<file path="config.mk">
export PLATFORM = sky130hd
export DESIGN_NAME = lru_page_replacement
export DESIGN_NICKNAME = d
export VERILOG_FILES = /design/src/sv/lrupr_pkg.sv /design/src/sv/lru_page_replacement.sv /design/src/sv/lrupr_cell.sv
export SDC_FILE = /design/constraint.sdc
export NUM_CORES = 2
export LEC_CHECK = 0
export BUFFER_PORTS_ARGS = -buffer_cell sky130_fd_sc_hd__buf_2
export CAP_MARGIN = 20
export CORE_AREA = 5 5 316 318
export DETAILED_ROUTE_END_ITERATION = 16
export DIE_AREA = 0 0 321 323
export GPL_TIMING_DRIVEN = 0
export PLACE_DENSITY_LB_ADDON = 0.1
export SKIP_CTS_REPAIR_TIMING = 1
export SLEW_MARGIN = 20
export SYNTH_ARGS = -nofsm -noshare
export SYNTH_HDL_FRONTEND = slang
export SYNTH_SLANG_ARGS = --single-unit
</file>
<file path="constraint.sdc">
create_clock -name clock -period 11.3 [get_ports clock]
set_input_delay 1.13 -clock clock [delete_from_list [all_inputs] [get_ports clock]]
set_output_delay 1.13 -clock clock [all_outputs]
set_load 0.01 [all_outputs]
</file>
<file path="src/sv/lrupr_pkg.sv">
// ----------------------------------------------------------------------------
// lrupr_pkg
// shared types and constants of the lru page replacement block: defaults,
// controller states and the control groups passed along the frame chain
// ----------------------------------------------------------------------------
package lrupr_pkg;

   localparam int FRAMES_DEFAULT    = 16;
   localparam int PAGE_BITS_DEFAULT = 16;

   // fixed field widths of the request and response transactions
   localparam int PAGE_FIELD_W  = 16;
   localparam int INDEX_FIELD_W = 4;
   localparam int TOTAL_FIELD_W = 32;
   localparam int CSR_W         = 5;
   localparam int REQ_DATA_W    = 16;
   localparam int RSP_DATA_W    = 56;

   localparam logic [CSR_W-1:0]         CSR_RESET = 5'd16;
   localparam logic [TOTAL_FIELD_W-1:0] FAULT_MAX = 32'hFFFF_FFFF;

   typedef enum logic [2:0] {
      ST_IDLE = 3'b001,
      ST_SCAN = 3'b010,
      ST_DONE = 3'b100
   } state_type;

   // running search result handed from one frame cell to the next
   typedef struct packed {
      logic hit;     // an active frame holds the page
      logic empty;   // an active frame is empty
      logic any;     // an active frame has been seen (lru candidate set)
   } chain_flags_type;

   // update command broadcast to all cells at the end of a search
   typedef struct packed {
      logic strobe;  // apply the update this cycle
      logic load;    // write the page into the target frame (fault)
      logic age_all; // age every valid frame (fill of an empty frame)
   } upd_ctrl_type;

endpackage

</file>
<file path="src/sv/lru_page_replacement.sv">
// ----------------------------------------------------------------------------
// lru_page_replacement
// lru page replacement over a chain of frame cells with a search record
// passed one cell per cycle and a broadcast rank update
// ----------------------------------------------------------------------------
// Each request transaction carries one page reference. The page is captured
// at the accepting edge and then searched through a chain of FRAMES cells,
// one cell per cycle. The search record ripples down the chain, and a
// final step then updates all frames and loads the response register. The
// request side is ready again in the cycle after that update, so a new
// reference is accepted only once the previous one has finished its search
// and update. A new request is accepted even while the previous response
// still waits to be taken; its update then waits until that response is
// taken. Response tdata bits: [0] page_fault, [4:1] frame_index,
// [5] evicted_valid, [21:6] evicted_page, [53:22] fault_total, rest zero.
// frames_in_use (csr_wdata) selects frames 0..n-1; 0 acts as 1 and values
// above FRAMES act as FRAMES. Reset empties every frame.
// ----------------------------------------------------------------------------
module lru_page_replacement #(
   parameter int FRAMES    = lrupr_pkg::FRAMES_DEFAULT,
   parameter int PAGE_BITS = lrupr_pkg::PAGE_BITS_DEFAULT
) (
   input  logic                                clock,
   input  logic                                reset,
   input  logic                                req_tvalid,
   output logic                                req_tready,
   input  logic [lrupr_pkg::REQ_DATA_W-1:0]    req_tdata,   // [15:0] page_number
   output logic                                rsp_tvalid,
   input  logic                                rsp_tready,
   // [0] page_fault, [4:1] frame_index, [5] evicted_valid, [21:6] evicted_page,
   // [53:22] fault_total, [55:54] zero
   output logic [lrupr_pkg::RSP_DATA_W-1:0]    rsp_tdata,
   input  logic                                csr_we,
   input  logic [lrupr_pkg::CSR_W-1:0]         csr_wdata
);

   localparam int IDX_W  = (FRAMES > 1) ? $clog2(FRAMES) : 1;
   localparam int RANK_W = IDX_W;
   localparam int CNT_W  = $clog2(FRAMES + 1);
   localparam int CW     = (CNT_W > lrupr_pkg::CSR_W) ? CNT_W : lrupr_pkg::CSR_W;
   localparam int PF_W   = lrupr_pkg::PAGE_FIELD_W;
   localparam int IF_W   = lrupr_pkg::INDEX_FIELD_W;
   localparam int TF_W   = lrupr_pkg::TOTAL_FIELD_W;

   lrupr_pkg::state_type          state_ff, state_in;
   logic [IDX_W-1:0]              cnt_ff, cnt_in;
   logic [lrupr_pkg::CSR_W-1:0]   csr_ff;
   logic [PAGE_BITS-1:0]          page_ff;
   logic [TF_W-1:0]               fault_cnt_ff, fault_cnt_in;
   logic                          rsp_valid_ff, rsp_valid_in;
   logic [lrupr_pkg::RSP_DATA_W-1:0] rsp_data_ff, rsp_data_in;

   logic [CW-1:0]                 csr_w, n_active;
   logic [FRAMES-1:0]             frame_active;
   logic                          req_fire, done_fire;
   logic [PAGE_BITS+PF_W-1:0]     page_ext;

   lrupr_pkg::chain_flags_type    c_flags    [FRAMES+1];
   logic [IDX_W-1:0]              c_hit_idx  [FRAMES+1];
   logic [RANK_W-1:0]             c_hit_rank [FRAMES+1];
   logic [IDX_W-1:0]              c_empty_idx[FRAMES+1];
   logic [RANK_W-1:0]             c_lru_rank [FRAMES+1];
   logic [IDX_W-1:0]              c_lru_idx  [FRAMES+1];
   logic [PAGE_BITS-1:0]          c_lru_page [FRAMES+1];

   lrupr_pkg::upd_ctrl_type       upd;
   logic [IDX_W-1:0]              upd_target;
   logic [RANK_W-1:0]             upd_limit;
   logic                          ev_valid;
   logic [PAGE_BITS-1:0]          ev_page;
   logic [PAGE_BITS+PF_W-1:0]     ev_page_ext;
   logic [IDX_W+IF_W-1:0]         target_ext;

   // active frame count, clamped to 1..FRAMES
   assign csr_w = CW'(csr_ff);
   always_comb begin
      priority if (csr_w == '0) begin
         n_active = CW'(1);
      end else if (csr_w > CW'(FRAMES)) begin
         n_active = CW'(FRAMES);
      end else begin
         n_active = csr_w;
      end
   end

   assign page_ext = {{PAGE_BITS{1'b0}}, req_tdata[PF_W-1:0]};

   assign req_tready = (state_ff == lrupr_pkg::ST_IDLE);
   assign req_fire   = req_tvalid && req_tready;
   assign done_fire  = (state_ff == lrupr_pkg::ST_DONE) && (!rsp_valid_ff || rsp_tready);

   // chain head: empty search record
   assign c_flags[0]     = '0;
   assign c_hit_idx[0]   = '0;
   assign c_hit_rank[0]  = '0;
   assign c_empty_idx[0] = '0;
   assign c_lru_rank[0]  = '0;
   assign c_lru_idx[0]   = '0;
   assign c_lru_page[0]  = '0;

   for (genvar i = 0; i < FRAMES; i++) begin : g_cell
      assign frame_active[i] = (CW'(i) < n_active);

      lrupr_cell #(
         .IDX       (i),
         .IDX_W     (IDX_W),
         .RANK_W    (RANK_W),
         .PAGE_BITS (PAGE_BITS)
      ) u_cell (
         .clock         (clock),
         .reset         (reset),
         .active        (frame_active[i]),
         .page          (page_ff),
         .upd           (upd),
         .upd_target    (upd_target),
         .upd_limit     (upd_limit),
         .in_flags      (c_flags[i]),
         .in_hit_idx    (c_hit_idx[i]),
         .in_hit_rank   (c_hit_rank[i]),
         .in_empty_idx  (c_empty_idx[i]),
         .in_lru_rank   (c_lru_rank[i]),
         .in_lru_idx    (c_lru_idx[i]),
         .in_lru_page   (c_lru_page[i]),
         .out_flags     (c_flags[i+1]),
         .out_hit_idx   (c_hit_idx[i+1]),
         .out_hit_rank  (c_hit_rank[i+1]),
         .out_empty_idx (c_empty_idx[i+1]),
         .out_lru_rank  (c_lru_rank[i+1]),
         .out_lru_idx   (c_lru_idx[i+1]),
         .out_lru_page  (c_lru_page[i+1])
      );
   end

   // decision from the record at the chain tail
   always_comb begin
      upd.strobe  = done_fire;
      upd.load    = !c_flags[FRAMES].hit;
      upd.age_all = !c_flags[FRAMES].hit && c_flags[FRAMES].empty;
      priority if (c_flags[FRAMES].hit) begin
         upd_target = c_hit_idx[FRAMES];
         upd_limit  = c_hit_rank[FRAMES];
      end else if (c_flags[FRAMES].empty) begin
         upd_target = c_empty_idx[FRAMES];
         upd_limit  = c_lru_rank[FRAMES];
      end else begin
         upd_target = c_lru_idx[FRAMES];
         upd_limit  = c_lru_rank[FRAMES];
      end
      ev_valid = !c_flags[FRAMES].hit && !c_flags[FRAMES].empty;
      ev_page  = ev_valid ? c_lru_page[FRAMES] : '0;
   end

   assign ev_page_ext = {{PF_W{1'b0}}, ev_page};
   assign target_ext  = {{IF_W{1'b0}}, upd_target};

   always_comb begin
      fault_cnt_in = fault_cnt_ff;
      if (done_fire && upd.load && (fault_cnt_ff != lrupr_pkg::FAULT_MAX)) begin
         fault_cnt_in = fault_cnt_ff + TF_W'(1);
      end
   end

   always_comb begin
      rsp_valid_in = rsp_valid_ff;
      rsp_data_in  = rsp_data_ff;
      if (rsp_valid_ff && rsp_tready) begin
         rsp_valid_in = 1'b0;
      end
      if (done_fire) begin
         rsp_valid_in = 1'b1;
         rsp_data_in  = {2'b00, fault_cnt_in, ev_page_ext[PF_W-1:0], ev_valid,
                         target_ext[IF_W-1:0], upd.load};
      end
   end

   always_comb begin
      state_in = state_ff;
      cnt_in   = cnt_ff;
      unique case (state_ff)
         lrupr_pkg::ST_IDLE: begin
            if (req_fire) begin
               state_in = lrupr_pkg::ST_SCAN;
               cnt_in   = '0;
            end
         end
         lrupr_pkg::ST_SCAN: begin
            cnt_in = cnt_ff + IDX_W'(1);
            if (cnt_ff == IDX_W'(FRAMES - 1)) begin
               state_in = lrupr_pkg::ST_DONE;
            end
         end
         lrupr_pkg::ST_DONE: begin
            if (done_fire) begin
               state_in = lrupr_pkg::ST_IDLE;
            end
         end
         default: begin
            state_in = lrupr_pkg::ST_IDLE;
         end
      endcase
   end

   always_ff @(posedge clock) begin
      if (reset) begin
         state_ff     <= lrupr_pkg::ST_IDLE;
         cnt_ff       <= '0;
         csr_ff       <= lrupr_pkg::CSR_RESET;
         fault_cnt_ff <= '0;
         rsp_valid_ff <= 1'b0;
      end else begin
         state_ff     <= state_in;
         cnt_ff       <= cnt_in;
         fault_cnt_ff <= fault_cnt_in;
         rsp_valid_ff <= rsp_valid_in;
         if (csr_we) begin
            csr_ff <= csr_wdata;
         end
      end
   end

   always_ff @(posedge clock) begin
      rsp_data_ff <= rsp_data_in;
      if (req_fire) begin
         page_ff <= page_ext[PAGE_BITS-1:0];
      end
   end

   assign rsp_tvalid = rsp_valid_ff;
   assign rsp_tdata  = rsp_data_ff;

endmodule

</file>
<file path="src/sv/lrupr_cell.sv">
// ----------------------------------------------------------------------------
// lrupr_cell
// one frame of the replacement chain: holds valid, page and recency rank,
// merges its own frame into the search record from its left neighbor and
// registers the record for its right neighbor
// ----------------------------------------------------------------------------
module lrupr_cell #(
   parameter int IDX       = 0,
   parameter int IDX_W     = 4,
   parameter int RANK_W    = 4,
   parameter int PAGE_BITS = lrupr_pkg::PAGE_BITS_DEFAULT
) (
   input  logic                          clock,
   input  logic                          reset,
   input  logic                          active,
   input  logic [PAGE_BITS-1:0]          page,
   input  lrupr_pkg::upd_ctrl_type       upd,
   input  logic [IDX_W-1:0]              upd_target,
   input  logic [RANK_W-1:0]             upd_limit,
   input  lrupr_pkg::chain_flags_type    in_flags,
   input  logic [IDX_W-1:0]              in_hit_idx,
   input  logic [RANK_W-1:0]             in_hit_rank,
   input  logic [IDX_W-1:0]              in_empty_idx,
   input  logic [RANK_W-1:0]             in_lru_rank,
   input  logic [IDX_W-1:0]              in_lru_idx,
   input  logic [PAGE_BITS-1:0]          in_lru_page,
   output lrupr_pkg::chain_flags_type    out_flags,
   output logic [IDX_W-1:0]              out_hit_idx,
   output logic [RANK_W-1:0]             out_hit_rank,
   output logic [IDX_W-1:0]              out_empty_idx,
   output logic [RANK_W-1:0]             out_lru_rank,
   output logic [IDX_W-1:0]              out_lru_idx,
   output logic [PAGE_BITS-1:0]          out_lru_page
);

   localparam logic [IDX_W-1:0] MY_IDX = IDX_W'(IDX);

   logic                       valid_ff, valid_in;
   logic [PAGE_BITS-1:0]       page_ff, page_in;
   logic [RANK_W-1:0]          rank_ff, rank_in;

   lrupr_pkg::chain_flags_type flags_ff, flags_in;
   logic [IDX_W-1:0]           hit_idx_ff, hit_idx_in;
   logic [RANK_W-1:0]          hit_rank_ff, hit_rank_in;
   logic [IDX_W-1:0]           empty_idx_ff, empty_idx_in;
   logic [RANK_W-1:0]          lru_rank_ff, lru_rank_in;
   logic [IDX_W-1:0]           lru_idx_ff, lru_idx_in;
   logic [PAGE_BITS-1:0]       lru_page_ff, lru_page_in;

   logic                       own_hit;

   assign own_hit = active && valid_ff && (page_ff == page);

   // merge this frame into the search record, lowest index wins
   always_comb begin
      flags_in     = in_flags;
      hit_idx_in   = in_hit_idx;
      hit_rank_in  = in_hit_rank;
      empty_idx_in = in_empty_idx;
      lru_rank_in  = in_lru_rank;
      lru_idx_in   = in_lru_idx;
      lru_page_in  = in_lru_page;
      if (!in_flags.hit && own_hit) begin
         flags_in.hit = 1'b1;
         hit_idx_in   = MY_IDX;
         hit_rank_in  = rank_ff;
      end
      if (!in_flags.empty && active && !valid_ff) begin
         flags_in.empty = 1'b1;
         empty_idx_in   = MY_IDX;
      end
      // strictly older replaces, so ties keep the lower index
      if (active && (!in_flags.any || (rank_ff > in_lru_rank))) begin
         lru_rank_in = rank_ff;
         lru_idx_in  = MY_IDX;
         lru_page_in = page_ff;
      end
      flags_in.any = in_flags.any || active;
   end

   always_comb begin
      valid_in = valid_ff;
      page_in  = page_ff;
      rank_in  = rank_ff;
      if (upd.strobe) begin
         if (upd_target == MY_IDX) begin
            valid_in = 1'b1;
            rank_in  = '0;
            if (upd.load) begin
               page_in = page;
            end
         end else if (valid_ff && (upd.age_all || (rank_ff < upd_limit))) begin
            rank_in = rank_ff + RANK_W'(1);
         end
      end
   end

   always_ff @(posedge clock) begin
      if (reset) begin
         valid_ff <= 1'b0;
         page_ff  <= '0;
         rank_ff  <= '0;
         flags_ff <= '0;
      end else begin
         valid_ff <= valid_in;
         page_ff  <= page_in;
         rank_ff  <= rank_in;
         flags_ff <= flags_in;
      end
   end

   always_ff @(posedge clock) begin
      hit_idx_ff   <= hit_idx_in;
      hit_rank_ff  <= hit_rank_in;
      empty_idx_ff <= empty_idx_in;
      lru_rank_ff  <= lru_rank_in;
      lru_idx_ff   <= lru_idx_in;
      lru_page_ff  <= lru_page_in;
   end

   assign out_flags     = flags_ff;
   assign out_hit_idx   = hit_idx_ff;
   assign out_hit_rank  = hit_rank_ff;
   assign out_empty_idx = empty_idx_ff;
   assign out_lru_rank  = lru_rank_ff;
   assign out_lru_idx   = lru_idx_ff;
   assign out_lru_page  = lru_page_ff;

endmodule
</file>
After elaboration in Yosys (flattened, before gate mapping)
Index checks and enable logic that the tools add are counted.
{"block": "totals", "register_bits": 1029, "input_bits": 26, "output_inout_bits": 58, "word_cells": 724}
{"block": "classes", "addsub": 18, "magnitude_cmp": 48, "n_eq_ne": 39, "n_mux": 126, "bitwise_logic": 1, "n_reduce_logical": 296}
{"operator": "two-way mux 4 bit", "n": 66}
{"operator": "equality test 16 bit", "n": 16}
{"operator": "two-way mux 16 bit", "n": 15}
{"operator": "logical AND 1 bit", "n": 116}
{"operator": "adder 4 x 1 -> 4 bit (second input constant)", "n": 17}
{"operator": "AND reduction 2 bit", "n": 33}
{"operator": "logical NOT 1 bit", "n": 64}
{"operator": "< comparator 4 bit", "n": 16}
{"operator": "greater-than comparator 4 bit", "n": 15}
{"operator": "AND reduction 3 bit", "n": 17}
{"operator": "logical OR 1 bit", "n": 46}
{"operator": "< comparator 4 x 5 -> 1 bit (first input constant)", "n": 8}
{"operator": "two-way mux 1 bit", "n": 37}
{"operator": "equality test 4 bit (second input constant)", "n": 9}
{"operator": "nonzero test 2 bit", "n": 18}
{"operator": "adder 32 x 1 -> 32 bit (second input constant)", "n": 1}
{"operator": "two-way mux 32 bit", "n": 1}
{"operator": "!= test 32 bit (second input constant)", "n": 1}
{"operator": "< comparator 3 x 5 -> 1 bit (first input constant)", "n": 4}
{"operator": "equality test 4 x 3 -> 1 bit (second input constant)", "n": 4}
{"operator": "< comparator 1 x 5 -> 1 bit (first input constant)", "n": 2}
{"operator": "< comparator 2 x 5 -> 1 bit (first input constant)", "n": 2}
{"operator": "two-way mux 5 bit", "n": 2}
{"operator": "two-way mux 3 bit", "n": 3}
{"operator": "other kinds (13)", "n": 15}

Logic depth before layout (Yosys ltp)
{"block": "depth", "depth_word": 8, "depth_mapped": 10, "ltp_nobuf": 7}

By module
A second synthesis with hierarchy kept.
{"block": "unflattened", "cells_unflattened": 6059, "area_unflattened_um2": 52780.6}
{"mod": "lrupr_cell at g_cell[10].u_cell ...", "n_inst": 4, "cells_per_inst": 358, "area_per_inst_um2": 2999.1, "seq_area_each_um2": 1201.2}
{"mod": "lrupr_cell at g_cell[11].u_cell ...", "n_inst": 4, "cells_per_inst": 359, "area_per_inst_um2": 2985.4, "seq_area_each_um2": 1201.2}
{"mod": "lrupr_cell at g_cell[1].u_cell ...", "n_inst": 4, "cells_per_inst": 341, "area_per_inst_um2": 2931.6, "seq_area_each_um2": 1201.2}
{"mod": "lrupr_cell at g_cell[12].u_cell ...", "n_inst": 2, "cells_per_inst": 339, "area_per_inst_um2": 3015.4, "seq_area_each_um2": 1201.2}
{"mod": "lru_page_replacement", "n_inst": 1, "cells_per_inst": 448, "area_per_inst_um2": 5167.5, "seq_area_each_um2": 3002.9}
{"mod": "lrupr_cell at g_cell[15].u_cell", "n_inst": 1, "cells_per_inst": 359, "area_per_inst_um2": 2987.9, "seq_area_each_um2": 1201.2}
{"mod": "lrupr_cell at g_cell[0].u_cell", "n_inst": 1, "cells_per_inst": 342, "area_per_inst_um2": 2930.3, "seq_area_each_um2": 1201.2}

Worst setup path after synthesis
No wires, ideal clock.
{"block": "synth_timing", "kind": "input -> register", "start": "input rsp_tready", "end": "register g_cell[0].u_cell.page_ff[10]", "setup_ns": 0.132, "arrival_ns": 4.168, "required_ns": 11.168, "path_slack_ns": 6.999, "path_stages": 8, "path_buffers": 2, "path_cell_list": "nand2b_1 nand2_1 inv_2 clkbuf_1 nand4_1 clkbuf_1 nand2_1 a21oi_1"}
{"block": "synth_via", "elab_chain_len": 3}
{"item": "start, declared", "line_no": "lru_page_replacement.sv:29", "rtl": "input logic rsp_tready,"}
{"item": "logical OR 1 bit", "line_no": "lru_page_replacement.sv:90", "rtl": "assign done_fire = (state_ff == lrupr_pkg::ST_DONE) && (!rsp_valid_ff || rsp_tready);"}
{"item": "logical AND 1 bit", "line_no": "lru_page_replacement.sv:90"}
{"item": "named net done_fire", "line_no": "lru_page_replacement.sv:55", "rtl": "logic req_fire, done_fire;"}
{"item": "AND reduction 3 bit (no line)"}
{"item": "end signal, assigned", "line_no": "lrupr_cell.sv:106", "rtl": "page_ff <= page_in;"}
{"item": "end, declared", "line_no": "lrupr_cell.sv:39", "rtl": "logic [PAGE_BITS-1:0] page_ff, page_in;"}
The timed path passes the listed nets, and every way through them passes these cells.
A chain may end at the register's enable or synchronous reset.

Worst setup path in the final report
{"block": "layout_timing", "start": "register page_ff[9]", "end": "register g_cell[12].u_cell.hit_rank_ff[0]"}
{"block": "layout_via", "elab_chain_len": 4}
{"item": "start, declared", "line_no": "lru_page_replacement.sv:48", "rtl": "logic [PAGE_BITS-1:0] page_ff;"}
{"item": "start signal, assigned", "line_no": "lru_page_replacement.sv:224", "rtl": "page_ff <= page_ext[PAGE_BITS-1:0];"}
{"item": "equality test 16 bit", "line_no": "lrupr_cell.sv:52", "rtl": "assign own_hit = active && valid_ff && (page_ff == page);"}
{"item": "logical AND 1 bit", "line_no": "lrupr_cell.sv:52"}
{"item": "logical AND 1 bit", "line_no": "lrupr_cell.sv:63", "rtl": "if (!in_flags.hit && own_hit) begin"}
{"item": "two-way mux 4 bit", "line_no": "lrupr_cell.sv:63"}
{"item": "named net g_cell[12].u_cell.hit_rank_in[0]", "line_no": "lrupr_cell.sv:44", "rtl": "logic [RANK_W-1:0] hit_rank_ff, hit_rank_in;"}
{"item": "end signal, assigned", "line_no": "lrupr_cell.sv:114", "rtl": "hit_rank_ff <= hit_rank_in;"}
{"item": "end, declared", "line_no": "lrupr_cell.sv:44"}
The timed path passes the listed nets, and every way through them passes these cells.

==> metrics.txt <==
outcome=finished clean; P&R area growth vs syn=13.6%; r2r startpoint=page_ff[9]$_DFFE_PP_; endpoints failing setup=0; crit-path max cell delay=980 ps; Fmax=0.240 GHz; Antenna Diode Count=0; synthesized area per cell=9.98 µm²; TritonRoute pass-1 iters=6; clock net sink count=1029; drt wl/cell=27.0 µm; Yosys top cell area share=44.7%; gr ovfl total=0; Synth cell types=75; cell internal pwr=5.96 mW; Clock Tree Buf Depth=3; CTS tree=built; Clock Latency Late Sink=730 ps; Root Buffer=clkbuf_16; Worst Path Required=11870 ps; flop-to-flop setup slack=7140 ps; switching share of power=25.1%; H-tree depth=3; leakage=18.4 nW; Top delay family on crit path=buffers and inverters; Via density=5.76; Final Hold Fails=0; cell mode on critical path=clkbuf_1; actual slew at the worst max-slew pin=1370 ps; worst r2r path cells=6; launching element type of the critical path=flop; Slew Limit Headroom=8.50%; register area share after synthesis=49.5%; proportion of layout cells with a drive suffix above 1=18.0%; Logic pwr share=7.3%; first-pass GRT wire length=224000 µm; hold_sp=g_cell[11].u_cell.out_lru_idx[2]$_SDFF_PP0_; Worst path slowest cell=clkbuf_1; Top Ports=84; number of global-route vias before repair=31800; async set or reset register ratio after synthesis=0%; Max Slew Vio Count=0; CTS Buf Count=108; RSZ-0062 raised after global routing=false; Initial Util=44.7%; clock share of power=45.7%; Power Density=163 mW/mm²; Die W=321 µm; Detailed Route Iter0 Violations=3854; worst hold path type=flop to flop; Period minus WS final=4160 ps; initial antenna violation count=5; Buffers on Ports=80; CP bufs+invs=2; # placed instances=5671; area leader, netlist=dfxtp_1; most common cell after layout, fill and taps aside=dfxtp_1; worst path cell trace=clkbuf_1 > clkbuf_1 > xor2_1 > nor4_1 > nand4_1 > mux2_2; DRC viols=0; Max Cap Violations=0; Worst Setup End Kind=flop; hold path cells=1; sequential share of power=47.0%; Min-Delay Endpoint=g_cell[12].u_cell.out_lru_idx[2]$_SDFF_PP1_; gp weighted congestion=0.964; vias=33800; Synth Register Bits=1029; synthesized area=0.0430 mm²; Tcrit/Tclk final=36.8%; top cells by area, synth=dfxtp_1, mux2_2, edfxtp_1; crit-path max FO=10; Net Sw Power=1.99 mW; Post-synth top flop=dfxtp_1; Routed Wire Length=158000 µm; most frequent cells in the layout=dfxtp_1, nand2_1, mux2_2, nand3_1, a21oi_1; Post-synth EDFFs=70; Clock Skew=42.3 ps; VDD IR-drop max=0.137 mV; post-route setup TNS=0 ps; Detailed Place HPWL=115000 µm; Worst EP arrival=4740 ps; Clk pin slew, worst setup/hold paths=60 ps; reg2reg end=g_cell[12].u_cell.out_hit_rank[0]$_DFF_P_; YS warnings=0; fin nets=4657; die area=0.104 mm²; critical path class=flop to flop; Antenna Nets Post-Route=0; overall routing resource usage=29.5%; row count=114; cell count after synthesis=4306; die height=323 µm; Core Area=0.0963 mm²; pin count of the biggest net entering global routing=55; Final Non-Filler Cells=5865
-- Yosys cell counts (8+ instances only) --
library cell and n:
a2111oi_0 10, a211o_1 9, a21o_1 11, a21oi_1 300, a221o_1 25, a22o_1 32
a31oi_1 42, and2_1 62, and3_1 11, and4_1 9, buf_1 15, buf_2 101
buf_4 14, clkbuf_1 185, dfxtp_1 959, edfxtp_1 70, ha_1 126, inv_1 114
mux2_2 355, mux2i_1 27, nand2_1 369, nand2b_1 72, nand3_1 319, nand3b_1 35
nand4_1 70, nand4b_1 41, nor2_1 177, nor2b_1 68, nor3_1 53, nor3_2 8
nor4_1 59, o2111ai_1 21, o211a_1 8, o211ai_1 19, o21a_1 26, o21ai_0 25
o22ai_1 20, o311a_1 9, o311ai_0 20, or2_2 35, or3_1 13, xnor2_1 146
xor2_1 137
-- per-layer routing --
metal | GRT usage [%] | part of all wire, % | vias to the layer above | routed length (µm)
li1 | - | - | 15500 | -
met1 | 39.1 | 42 | 16200 | 65800
met2 | 46.5 | 44 | 1627 | 70300
met3 | 5.68 | 8.3 | 415 | 13100
met4 | 14.5 | 5.7 | 2 | 8990
met5 | 0 | 0.0082 | - | 13
-- through the flow --
step | instance area (µm²) | hold WS [ps] | setup WS, ps | total power [mW] | utilization, %
after floorplan | 43000 | 386 | 7000 | 4.12 | -
after global placement | 45000 | 389 | 4230 | 4.38 | 46.7
after detailed placement | 45200 | 391 | 6640 | 4.38 | 47.0
after CTS | 48800 | 405 | 7330 | 7.98 | 50.7
after global routing | 48800 | 410 | 7230 | 8.16 | 50.7
final | 48800 | 402 | 7140 | 7.95 | 50.7
-- cell type report --
class | instances | area, µm²
buffer | 319 | 1420
clock buffer | 152 | 3060
clock inverter | 42 | 532
fill | 8995 | 47400
inverter | 120 | 450
multi-input combinational | 2839 | 19900
sequential | 1029 | 21300
tap | 1276 | 1600
timing repair buffer | 88 | 542
-- logic make-up (layout without fill, tap and decap cells) --
family | after synthesis | count (layout) | synth area share [%]
buffers and inverters | 439 | 721 | 4.32
other | 1 | 2 | 0.00872
AOI/OAI and AO/OA | 616 | 616 | 9.35
adders and majority gates | 126 | 126 | 3.67
and+or+nand+nor | 1427 | 1427 | 17.3
muxes | 385 | 385 | 10.0
xor gates and xnor gates | 283 | 283 | 5.77
DFF | 1029 | 1029 | 49.5
-- worst max-delay path by stage --
| stage | startpoint | end | cells past startpoint |
|---|---|---|---|
| 6_report | page_ff[9]$_DFFE_PP_ | g_cell[12].u_cell.out_hit_rank[0]$_DFF_P_ | 6 |
| 5_1_grt | page_ff[9]$_DFFE_PP_ | g_cell[12].u_cell.out_hit_rank[0]$_DFF_P_ | 6 |
| 4_1_cts | page_ff[8]$_DFFE_PP_ | g_cell[4].u_cell.out_hit_rank[0]$_DFF_P_ | 6 |
| 3_5_place_dp | reset | g_cell[6].u_cell.out_flags[0]$_SDFF_PP0_ | 6 |
| 3_3_place_gp | rsp_tready | g_cell[0].u_cell.page_ff[11]$_SDFFE_PP0P_ | 9 |
| 2_1_floorplan | rsp_tready | g_cell[0].u_cell.page_ff[10]$_SDFFE_PP0P_ | 8 |
-- power groups by stage --
stage	clock (mW)	combinational, mW	sequential, mW
floorplan	0	0.311	3.81
CTS	3.68	0.563	3.74
detailed placement	0	0.561	3.82
finish	3.63	0.579	3.74
global route	3.83	0.589	3.74
global placement	0	0.560	3.82
-- worst reg2reg max path: stages (launching register included) --
cell and delay, ps:
edfxtp_1 320, clkbuf_1 570, clkbuf_1 990, xor2_1 140, nor4_1 700, nand4_1 800
mux2_2 530
-- state kept, by name (all words and copies together) (netlist names), 5 cells and up --
name                         flops
g_cell.u_cell.page_ff          256
rsp_tdata                       54
page_ff                         16
g_cell.u_cell.out_hit_idx       49
g_cell.u_cell.valid_ff          16
g_cell.u_cell.out_lru_idx       49
g_cell.u_cell.out_lru_page     256
g_cell.u_cell.rank_ff           64
g_cell.u_cell.out_flags         47
csr_ff                           5
g_cell.u_cell.out_hit_rank      64
fault_cnt_ff                    32
g_cell.u_cell.out_lru_rank      64
g_cell.u_cell.out_empty_idx     49
No activity file was read; power rests on OpenSTA's default activity.
